**config.mk**
```make
export PLATFORM = sky130hd
export DESIGN_NAME = brpc_merge
export DESIGN_NICKNAME = d
export VERILOG_FILES = /design/src/rtl/brpc_pkg.sv /design/src/rtl/brpc_merge.sv
export SDC_FILE = /design/constraint.sdc
export NUM_CORES = 1
export LEC_CHECK = 0
export BUFFER_PORTS_ARGS = -buffer_cell sky130_fd_sc_hd__buf_2
export CAP_MARGIN = 20
export CORE_UTILIZATION = 42
export CTS_CLUSTER_DIAMETER = 40
export DETAILED_ROUTE_END_ITERATION = 7
export PLACE_DENSITY = 0.76
export SYNTH_ARGS = -nofsm -noshare
export SYNTH_HDL_FRONTEND = slang
export SYNTH_SLANG_ARGS = --single-unit
```
**constraint.sdc**
```tcl
create_clock -name clk -period 1 [get_ports clk]
set_input_delay 0.1 -clock clk [delete_from_list [all_inputs] [get_ports clk]]
set_output_delay 0.1 -clock clk [all_outputs]
set_load 0.005 [all_outputs]
```
**src/rtl/brpc_pkg.sv**
```systemverilog
`timescale 1ns / 1ps
`default_nettype none
// ----------------------------------------------------------------------------
// brpc_pkg
// Shared types and constants of the binary relation property checker.
// ----------------------------------------------------------------------------
package brpc_pkg;

	// matrix geometry
	localparam int MAX_ELEMENTS = 32;
	localparam int ROW_W        = 32;
	localparam int IDX_W        = 5;
	localparam int N_W          = 6;
	localparam logic [N_W-1:0] SET_SIZE_RESET = N_W'(32);

	// stream payload layout
	localparam int IN_DATA_W  = 40;
	localparam int OUT_W      = 13;
	localparam int OUT_DATA_W = 16;

	localparam int B_REFL   = 0;
	localparam int B_AREFL  = 1;
	localparam int B_SYM    = 2;
	localparam int B_ASYM   = 3;
	localparam int B_TRANS  = 4;
	localparam int B_ATRANS = 5;
	localparam int B_TOTAL  = 6;
	localparam int B_TOL    = 7;
	localparam int B_EQUIV  = 8;
	localparam int B_ORDER  = 9;
	localparam int B_KIND   = 10;
	localparam int B_LINEAR = 12;

	// order kind codes
	localparam logic [1:0] KIND_NONE = 2'd0;

	// sequencer states
	typedef enum logic [1:0] {
		ST_IDLE,
		ST_SCAN,
		ST_FLUSH,
		ST_DONE
	} state_t;

	// sequencer controls to the datapath
	typedef struct packed {
		logic             clear;
		logic             issue;
		logic [IDX_W-1:0] x;
		logic             finish;
	} ctl_t;

	// row stage: row x and column x, both masked to the set in use
	typedef struct packed {
		logic             v;
		logic [IDX_W-1:0] x;
		logic [ROW_W-1:0] rx;
		logic [ROW_W-1:0] col;
	} s1_t;

	// running pass/fail of the basic properties
	typedef struct packed {
		logic refl;
		logic arefl;
		logic sym;
		logic asym;
		logic trans;
		logic atrans;
		logic total;
	} flags_t;

endpackage
`default_nettype wire

```
**src/rtl/brpc_merge.sv**
```systemverilog
`timescale 1ns / 1ps
`default_nettype none
// ----------------------------------------------------------------------------
// brpc_merge
// Merging stage: folds lane and row checks into the property flags and
// holds the result transaction.
// ----------------------------------------------------------------------------
module brpc_merge (
	input  wire logic                              clk,
	input  wire logic                              arst_n,
	input  wire brpc_pkg::ctl_t                    ctl,
	input  wire brpc_pkg::s1_t                     s1,
	input  wire logic [brpc_pkg::ROW_W-1:0]        mask,
	input  wire logic [brpc_pkg::MAX_ELEMENTS-1:0] lane_trans,
	input  wire logic [brpc_pkg::MAX_ELEMENTS-1:0] lane_atrans,
	input  wire logic                              m_tready,
	output logic                                   m_tvalid,
	output logic [brpc_pkg::OUT_DATA_W-1:0]        m_tdata,
	output logic                                   busy
);

	logic                                  v_s2;
	logic                                  diag_s2, sym_fail_s2, asym_fail_s2, total_fail_s2;
	logic [brpc_pkg::MAX_ELEMENTS-1:0]     trans_s2, atrans_s2;
	logic [brpc_pkg::ROW_W-1:0]            off_diag;
	brpc_pkg::flags_t                      acc_q;
	logic [brpc_pkg::OUT_W-1:0]            out_q;
	logic [brpc_pkg::OUT_W-1:0]            res;
	logic                                  m_tvalid_q;
	logic                                  tol, equiv, order;

	assign off_diag = mask & ~(brpc_pkg::ROW_W'(1) << s1.x);
	assign busy     = v_s2;

	// row checks against column x, and lane results, registered
	always_ff @(posedge clk or negedge arst_n) begin
		if (!arst_n) begin
			v_s2 <= 1'b0;
		end else begin
			v_s2 <= s1.v;
		end
	end

	always_ff @(posedge clk) begin
		diag_s2       <= s1.rx[s1.x];
		sym_fail_s2   <= |(s1.rx & ~s1.col & mask);
		asym_fail_s2  <= |(s1.rx & s1.col & off_diag);
		total_fail_s2 <= |(~s1.rx & ~s1.col & off_diag);
		trans_s2      <= lane_trans;
		atrans_s2     <= lane_atrans;
	end

	// property accumulators
	always_ff @(posedge clk) begin
		if (ctl.clear) begin
			acc_q <= '1;
		end else if (v_s2) begin
			acc_q.refl   <= acc_q.refl & diag_s2;
			acc_q.arefl  <= acc_q.arefl & ~diag_s2;
			acc_q.sym    <= acc_q.sym & ~sym_fail_s2;
			acc_q.asym   <= acc_q.asym & ~asym_fail_s2;
			acc_q.trans  <= acc_q.trans & ~(|trans_s2);
			acc_q.atrans <= acc_q.atrans & ~(|atrans_s2);
			acc_q.total  <= acc_q.total & ~total_fail_s2;
		end
	end

	// derived properties
	always_comb begin
		tol   = acc_q.refl & acc_q.sym;
		equiv = tol & acc_q.trans;
		order = acc_q.asym & acc_q.trans;
		res                    = '0;
		res[brpc_pkg::B_REFL]   = acc_q.refl;
		res[brpc_pkg::B_AREFL]  = acc_q.arefl;
		res[brpc_pkg::B_SYM]    = acc_q.sym;
		res[brpc_pkg::B_ASYM]   = acc_q.asym;
		res[brpc_pkg::B_TRANS]  = acc_q.trans;
		res[brpc_pkg::B_ATRANS] = acc_q.atrans;
		res[brpc_pkg::B_TOTAL]  = acc_q.total;
		res[brpc_pkg::B_TOL]    = tol;
		res[brpc_pkg::B_EQUIV]  = equiv;
		res[brpc_pkg::B_ORDER]  = order;
		res[brpc_pkg::B_KIND +: 2] = order ? {acc_q.arefl, acc_q.refl} : brpc_pkg::KIND_NONE;
		res[brpc_pkg::B_LINEAR] = order & acc_q.total;
	end

	// result transaction register
	always_ff @(posedge clk or negedge arst_n) begin
		if (!arst_n) begin
			m_tvalid_q <= 1'b0;
		end else if (ctl.finish) begin
			m_tvalid_q <= 1'b1;
		end else if (m_tready) begin
			m_tvalid_q <= 1'b0;
		end
	end

	always_ff @(posedge clk) begin
		if (ctl.finish) begin
			out_q <= res;
		end
	end

	assign m_tvalid = m_tvalid_q;
	assign m_tdata  = {{(brpc_pkg::OUT_DATA_W - brpc_pkg::OUT_W){1'b0}}, out_q};

endmodule
`default_nettype wire

```
=== Word-level counts from Yosys, hierarchy flattened ===
Index checks and enable logic that the tools add are counted.

* Logic and storage cells: 56
* Output and inout bits: 18
* Bits of input ports: 177
* Register bits after elaboration: 90

* Shift operators: 1
* $lt $le $gt $ge: 1
* Bitwise gates (word level): 27
* Reductions and logical operators: 6
* Multiplexer cells: 4

{| class="wikitable"
|+ Operator list
! kind !! number
|-
| $and 32x32->32 || 7
|-
| $reduce_or 32->1 || 5
|-
| $not 32->32 || 3
|-
| $shl 1x5->32 const A || 1
|-
| $and 1x1->1 || 11
|-
| $lt 5x6->1 const B || 1
|-
| $not 1->1 || 6
|-
| $bmux 1 s5 || 1
|-
| $mux 1 || 3
|-
| $reduce_bool 2->1 || 1
|}

=== Longest topological paths before layout ===
Gate-level depths: netlist of run 1.

* Depth in word-level cells: 5
* Depth in mapped cells: 8
* Gate-level depth less buffers: 5

=== Worst setup path after synthesis of run 1 ===
No wires, ideal clock.

* Kind: input -> register
* Start: in s1[64] (netlist name)
* End: reg diag_s2
* Stages on the path: 5
* Setup slack: -0.664 ns
* Data arrival time: 1.543 ns
* Setup time: 0.121 ns
* Data required time: 0.879 ns
* Path buffers: 2
* Path through: buf_6 -> buf_6 -> mux4_2 -> mux4_2 -> mux2_2

* Word-level cells in the longest chain between the ends: 2

{| class="wikitable"
|+ Ends and longest elaborated chain
! what !! line !! text
|-
| from (decl) || brpc_merge.sv:12 || <nowiki>input wire brpc_pkg::s1_t s1,</nowiki>
|-
| $bmux 1 s5 || brpc_merge.sv:45 || <nowiki>diag_s2 <= s1.rx[s1.x];</nowiki>
|-
| $mux 1 (implied by the code) || brpc_merge.sv:45 ||
|-
| to (signal assigned) || brpc_merge.sv:45 ||
|-
| to (decl) || brpc_merge.sv:23 || <nowiki>logic diag_s2, sym_fail_s2, asym_fail_s2, total_fail_s2;</nowiki>
|}

Every way passes these cells. The select of a mux whose other input is x is not followed.
A chain may end at the register's enable or synchronous reset.

=== Worst setup path in the final report of run 1 ===
* Start: reg atrans_s2[6] (netlist name)
* End: reg acc_q[1] (netlist name)

* Word-level cells in the longest chain between the ends: 3

{| class="wikitable"
|+ Ends and longest elaborated chain
! what !! line !! text
|-
| from (decl) || brpc_merge.sv:24 || <nowiki>logic [brpc_pkg::MAX_ELEMENTS-1:0] trans_s2, atrans_s2;</nowiki>
|-
| from (signal assigned) || brpc_merge.sv:50 || <nowiki>atrans_s2 <= lane_atrans;</nowiki>
|-
| $reduce_or 32->1 || brpc_merge.sv:63 || <nowiki>acc_q.atrans <= acc_q.atrans & ~(|atrans_s2);</nowiki>
|-
| $not 1->1 || brpc_merge.sv:63 ||
|-
| $and 1x1->1 || brpc_merge.sv:63 ||
|-
| to (decl) || brpc_merge.sv:26 || <nowiki>brpc_pkg::flags_t acc_q;</nowiki>
|}

Every way passes these cells.

==> impl_metrics.yaml, run 1 <==
outcome:
  status: "finished, violations left"
  violations: "negative setup slack"
routing:
  wirelength_mm: 19.43
  wire_per_inst_um: 20.94
  drtPass1Iterations: 5
  drt_iter0_drc: 373
  drc_errors: 0
  via_count: 5142
  drt.antenna.violating_nets: 0
  vias_per_cell: 5.541
die:
  num_rows: 35
  die_height_um: 101.4
  start_util_pct: 44.07
  design.die.area_sq_um: 10280
  die_w_um: 101.4
  ios: 195
  core_sq_um: 9415
global_route:
  grt_pass1_vias: 5108
  grt_max_degree: 20
  grt.total_usage_pct: 35.85
  grt_pass1_wl_mm: 26.50
  antenna_found_initial: 0
  gr-total-overflow: 0
place:
  globalplace.congestion: 0.9958
  hpwl_mm: 12.71
  place_area_sq_um: 5997
  portBuffers: 185
pwr:
  leakagePower_nw: 3.340
  peakVddDrop_mv: 1.013
  power_w: 0.008800
  pwr_density_cell_nw_per_um2: 1169
layout:
  multi_input_comb_area_sq_um: 2382
  design_area_sq_um: 7526
  layout_common_cells: "buf_2 (173), buf_4 (117), dfxtp_1 (71), dlygate4sd3_1 (67)"
  finalNetCount: 971
  nFillCells: 603
  seq_area_sq_um: 1948
  drive_gt1_share_pct: 50.19
  antenna_cells: 0
  syn_to_final_growth_pct: 81.39
  final_common_cell: "buf_2"
sta:
  hold_viol_final: 0
  setup_ws_ns: -0.4633
  timing.final.max_slew_violations: 0
  rsz0062_at_grt: "true"
  worst_pin_slew_ns: 0.5812
  setup_viol: 9
  max_freq_mhz: 683.4
  period_share_pct: 146.3
  slew_headroom_pct: 61.17
  fin_crit_ns: 1.463
  fin_worst_skew_ns: 0.01296
clock_network:
  root_buffer: "clkbuf_8"
  clkTransAtPathRegs_ns: 0.12
  cts_tree: "done"
  htreeDepth: 3
  clock_sinks: 90
  clk_latency_ns: 0.38
  cts_buffers: 9
  cts_max_path_buffers: 2
setup_path:
  cp_data_arrival_time_ns: 1.79
  worstPathMaxFanout: 1
  cp.required_ns: 1.33
  path_cells: "nor4_2 -> nand4_1 -> o21ai_1 -> a21o_1"
  worst_path_dominant_cell_family: "simple AND/OR/NAND/NOR gates"
  cp_slowest_cell: "nor4_2"
  end_kind: "register"
  timing.critical_path.buf_inv: 0
  critical_path_class: "register to register"
  slowest_delay_ns: 0.50
  ff2ff_setup_slack_ns: -0.46
  critPathLaunchType: "register"
worst_hold_path:
  hold_class: "input port to register"
logic_synthesis:
  synth_seq_area_share_pct: 46.80
  yosys-top-cells-area: "dfxtp_1 (36%), edfxtp_1 (9.4%), mux4_2 (5.4%), nor3b_1 (5.1%), nand3_1 (3.6%)"
  ys_types: 57
  synth_top_area_share_pct: 36.19
  synthesis.area_sq_um: 4149
  syn-instance-count: 411
  syn_avg_cell_area_sq_um: 10.09
  synthArstFlopShare_pct: 2.222
  synth_ff_type: "dfxtp_1"
  netlist.top_cell.by_area: "dfxtp_1"
  yosys_register_bits: 90
  synth-edff-count: 13
  yosysWarnings: 0
run:
  cap_violations: 0
[per-layer routing]
layer  GRT usage (%)  up-vias  routed length, um  part of all wire, %
met5               0        -                  0                    0
met4           20.85        0               1127                  5.8
met3           4.486       72               1278                  6.6
met2           70.23      289              10300                   53
met1           36.14     2422               6726                   35
li1                -     2359                  -                    -
[worst register-to-register path, delay by kind of cell (launching register included)]
| kind | cells | cell delay (ns) |
|---|---|---|
| flip-flops | 1 | 0.35 |
| AND/OR/NAND/NOR | 2 | 0.75 |
| AO/OA/AOI/OAI | 2 | 0.32 |
[sequential cells by signal, indices dropped and copies added (netlist names), 7 cells and up]
| signal | cells |
|---|---|
| atrans_s2 | 32 |
| trans_s2 | 32 |
| out_q | 13 |
| acc_q | 7 |
[final timing paths]
kind	start	end	cells past startpoint
min in group asynchronous	arst_n	m_tvalid	2
hold reg to reg	acc_q[1]	out_q[5]	0
setup / recovery	atrans_s2[6]	acc_q[1]	4
setup reg to reg	atrans_s2[6]	acc_q[1]	4
hold / removal	ctl[7]	acc_q[1]	2
max in group asynchronous	arst_n	busy	2
[cells by family after synthesis]
logic type / synth area share (%)
compound gates: 14.81
buf+inv: 3.317
flops: 46.80
mux: 5.941
other cells: 0.09038
simple gates: 29.04
[stage by stage]
stage	hold WS, ns	setup TNS [ns]	setup WS [ns]	cells	util [%]
floorplan	-0.1956	-1.678	-0.6369	413	-
global placement	-0.1153	-3.815	-1.042	820	63.69
detailed placement	-0.1107	-3.965	-1.017	820	63.69
CTS	0.01213	-1.336	-0.3942	908	75.42
global route	0.02598	-2.428	-0.5277	928	79.93
finish	0.03121	-1.868	-0.4633	928	79.93
[Yosys cell counts (5+ instances only)]
cell       number
nand4_1         8
nor2_1         16
nor4_1         18
mux4_2         10
a31oi_1         7
nand2b_1        6
o22ai_1        15
nand3b_1       12
o21ai_0         7
nor4b_1         5
nor3_1          6
nand2_1        33
buf_4           7
dfxtp_1        75
and3_1         10
nand3_1        30
edfxtp_1       13
a21o_1          9
nor3b_1        28
nor2b_1        12
o2111ai_1       5
a21oi_1         9
buf_2           5
[layout make-up]
cell class,instances,area share [%]
multi-input combinational,303,31.65
tap,129,2.145
sequential,90,25.89
inverter,4,0.1995
clock inverter,7,1.014
clock buffer,9,1.646
timing repair buffer,386,37.46
[where the power goes]
| group | switching, W | internal, W | total, W | leakage (nW) |
|---|---|---|---|---|
| combinational | 0.000950 | 0.00128 | 0.00223 | 2.46 |
| sequential | 0.000135 | 0.00390 | 0.00403 | 0.777 |
| clock | 0.00153 | 0.00101 | 0.00254 | 0.103 |
[timing repair]
item | 4_1_cts | 5_1_grt
gates resized for setup | 47 | 56
endpoints found under the setup margin | 8 | 18
hold buffers | 67 | 0
pin swaps | 15 | 21
hold endpoints to repair | 68 | 0
setup buffers | 5 | 18
cloned | 0 | 2
No activity file was read; power rests on OpenSTA's default activity.
==> run 2: changes to the inputs <==
--- a/config.mk
+++ b/config.mk
@@ -7,10 +7,10 @@
 export LEC_CHECK = 0
 export BUFFER_PORTS_ARGS = -buffer_cell sky130_fd_sc_hd__buf_2
 export CAP_MARGIN = 20
-export CORE_UTILIZATION = 42
+export CORE_UTILIZATION = 50
 export CTS_CLUSTER_DIAMETER = 40
 export DETAILED_ROUTE_END_ITERATION = 7
-export PLACE_DENSITY = 0.76
+export PLACE_DENSITY = 0.85
 export SYNTH_ARGS = -nofsm -noshare
 export SYNTH_HDL_FRONTEND = slang
 export SYNTH_SLANG_ARGS = --single-unit
==> constraint.sdc (replaced) <==
create_clock -name clk -period 1.8 [get_ports clk]
set_input_delay 0.18 -clock clk [delete_from_list [all_inputs] [get_ports clk]]
set_output_delay 0.18 -clock clk [all_outputs]
set_load 0.005 [all_outputs]
==> impl_metrics.yaml, run 2 (synthesis results as in run 1) <==
pwr:
  power_frac_seq_pct: 46.6
  power_w: 0.004805
  internal-power_w: 0.003375
  pwr_density_cell_nw_per_um2: 748.4
  p_sw_w: 0.001430
  leakagePower_nw: 2.837
  p_clk_share_pct: 32.2
  peakVddDrop_mv: 0.4446
  swShare_pct: 29.76
  power_frac_comb_pct: 21.1
layout:
  final_common_cell: "buf_2"
  layout_common_cells: "buf_2 (184), dfxtp_1 (75), dlygate4sd3_1 (66), buf_4 (52), nand2_1 (33)"
  finalNetCount: 889
  reg_top3: "atrans_s2: 32 flops, trans_s2: 32 flops, out_q: 13 flops"
  drive_gt1_share_pct: 38.63
  syn_to_final_growth_pct: 54.76
sta:
  slew_headroom_pct: 54.64
  setup_ws_ns: -0.02663
  timing.final.max_slew_violations: 0
  period_share_pct: 101.5
  worst_pin_slew_ns: 0.6790
  max_freq_mhz: 547.5
  fin_worst_skew_ns: 0.01405
  holdWs_ns: 0.09304
  setup_viol: 1
  hold_viol_final: 0
  rsz0062_at_grt: "true"
  fin_crit_ns: 1.827
global_route:
  met2_usage_pct: 79.78
  gr-total-overflow: 0
  antenna_found_initial: 1
  globalRouteMet3Util_pct: 12.68
  grt_max_degree: 20
  grt.total_usage_pct: 46.48
  grt_pass1_vias: 5365
  grtUsageMet1_pct: 49.09
  top_usage_layer: "met2"
  grt_pass1_wl_mm: 29.35
clock_network:
  root_buffer: "clkbuf_8"
  clk_latency_ns: 0.37
  htreeDepth: 3
  clkTransAtPathRegs_ns: 0.11
  clock_sinks: 90
  post-cts-setup-buffers: 0
  cts_max_path_buffers: 2
  cts_buffers: 9
  cts_tree: "done"
routing:
  drt.antenna.violating_nets: 0
  drc_errors: 4
  vias_per_cell: 6.452
  drtPass1Iterations: 8
  wirelength_mm: 19.95
  wire_per_inst_um: 24.33
  drt_iter0_drc: 640
  via_count: 5291
setup_path:
  cp.required_ns: 2.01
  worstPathMaxFanout: 9
  end_kind: "register"
  cp_slowest_cell: "or4_1"
  slowest_delay_ns: 0.60
  path_cells: "buf_2 -> buf_4 -> nor2_1 -> a41oi_1 -> or4_1 -> a2111oi_2 -> nand4_1"
  critPathLaunchType: "input port"
  critical_path_class: "input port to register"
  cp_data_arrival_time_ns: 2.04
place:
  hpwl_mm: 12.21
  globalplace.congestion: 0.9678
  portBuffers: 185
die:
  num_rows: 32
  core_sq_um: 7888
  die_height_um: 93.10
  ios: 195
  design.die.area_sq_um: 8667
  start_util_pct: 52.60
  die_w_um: 93.10
outcome:
  violations: "design-rule violations, negative setup slack"
  status: "finished, violations left"
run:
  cap_violations: 0
worst_hold_path:
  hold_class: "input port to register"
[run 2: cell types whose count changed in the layout (fill, tap and decap cells not counted), moves of 4 or more]
cell	previous run	this run
dfxtp_2	4	0
nor2_1	11	16
buf_4	117	52
buf_2	173	184
nor4_1	8	16
buf_6	21	0
nor4_2	6	2
nor4_4	4	0
dfxtp_1	71	75
[run 2: cell type report]
cell class	instances	area (sq um)
Antenna cell	1	2.502
Clock buffer	9	123.9
Clock inverter	7	95.09
Fill cell	418	1466
Inverter	4	15.01
Multi-Input combinational cell	303	2103
Sequential cell	90	1942
Tap cell	102	127.6
Timing Repair Buffer	304	2012
[run 2: repair_timing]
action | 4_1_cts | 5_1_grt
endpoints found under the setup margin | 1 | 3
endpoints found under the hold margin | 67 | 0
hold buffers | 66 | 0
resized for setup | 1 | 7
[run 2: path summary, 6_finish.rpt]
kind | startpoint | end | slack, ns | depth (start not counted)
setup / recovery | s1[65] | asym_fail_s2 | -0.03 | 7
setup reg to reg | trans_s2[16] | acc_q[2] | 0.38 | 4
min in group asynchronous | arst_n | busy | 0.15 | 2
hold / removal | m_tready | m_tvalid | 0.09 | 3
hold reg to reg | acc_q[1] | out_q[5] | 0.48 | 0
max in group asynchronous | arst_n | m_tvalid | 1.54 | 2
[run 2: metal layers]
metal  part of all wire [%]  routed length, um
met5                      0                  0
met4                    7.8               1563
met3                     12               2323
met2                     47               9438
met1                     33               6624
[run 2: per-stage QoR]
step	cell area [sq um]	std cells	setup TNS [ns]	utilization (%)	setup WS, ns
finish	6421	820	-0.02663	81.41	-0.02663
global route	6419	819	-0.009061	81.38	-0.009061
CTS	6391	819	0	81.03	0.005037
detailed placement	5510	737	-0.9787	69.86	-0.4055
global placement	5510	737	-0.8148	69.86	-0.3437
floorplan	4156	413	0	-	0.05608
[run 2: worst max-delay path, delay by kind of cell]
family,cells,cell delay [ns]
compound gates,2,0.50
buf+inv,2,0.35
simple gates,3,1.01
[run 2: power by group through the flow]
stage / combinational, W / sequential [W] / clock, W
after global placement: 0.000795 / 0.00225 / 0
after floorplan: 0.000349 / 0.00225 / 0
final: 0.00102 / 0.00224 / 0.00155
after CTS: 0.000932 / 0.00222 / 0.00145
after detailed placement: 0.000811 / 0.00226 / 0
after global routing: 0.00106 / 0.00224 / 0.00163
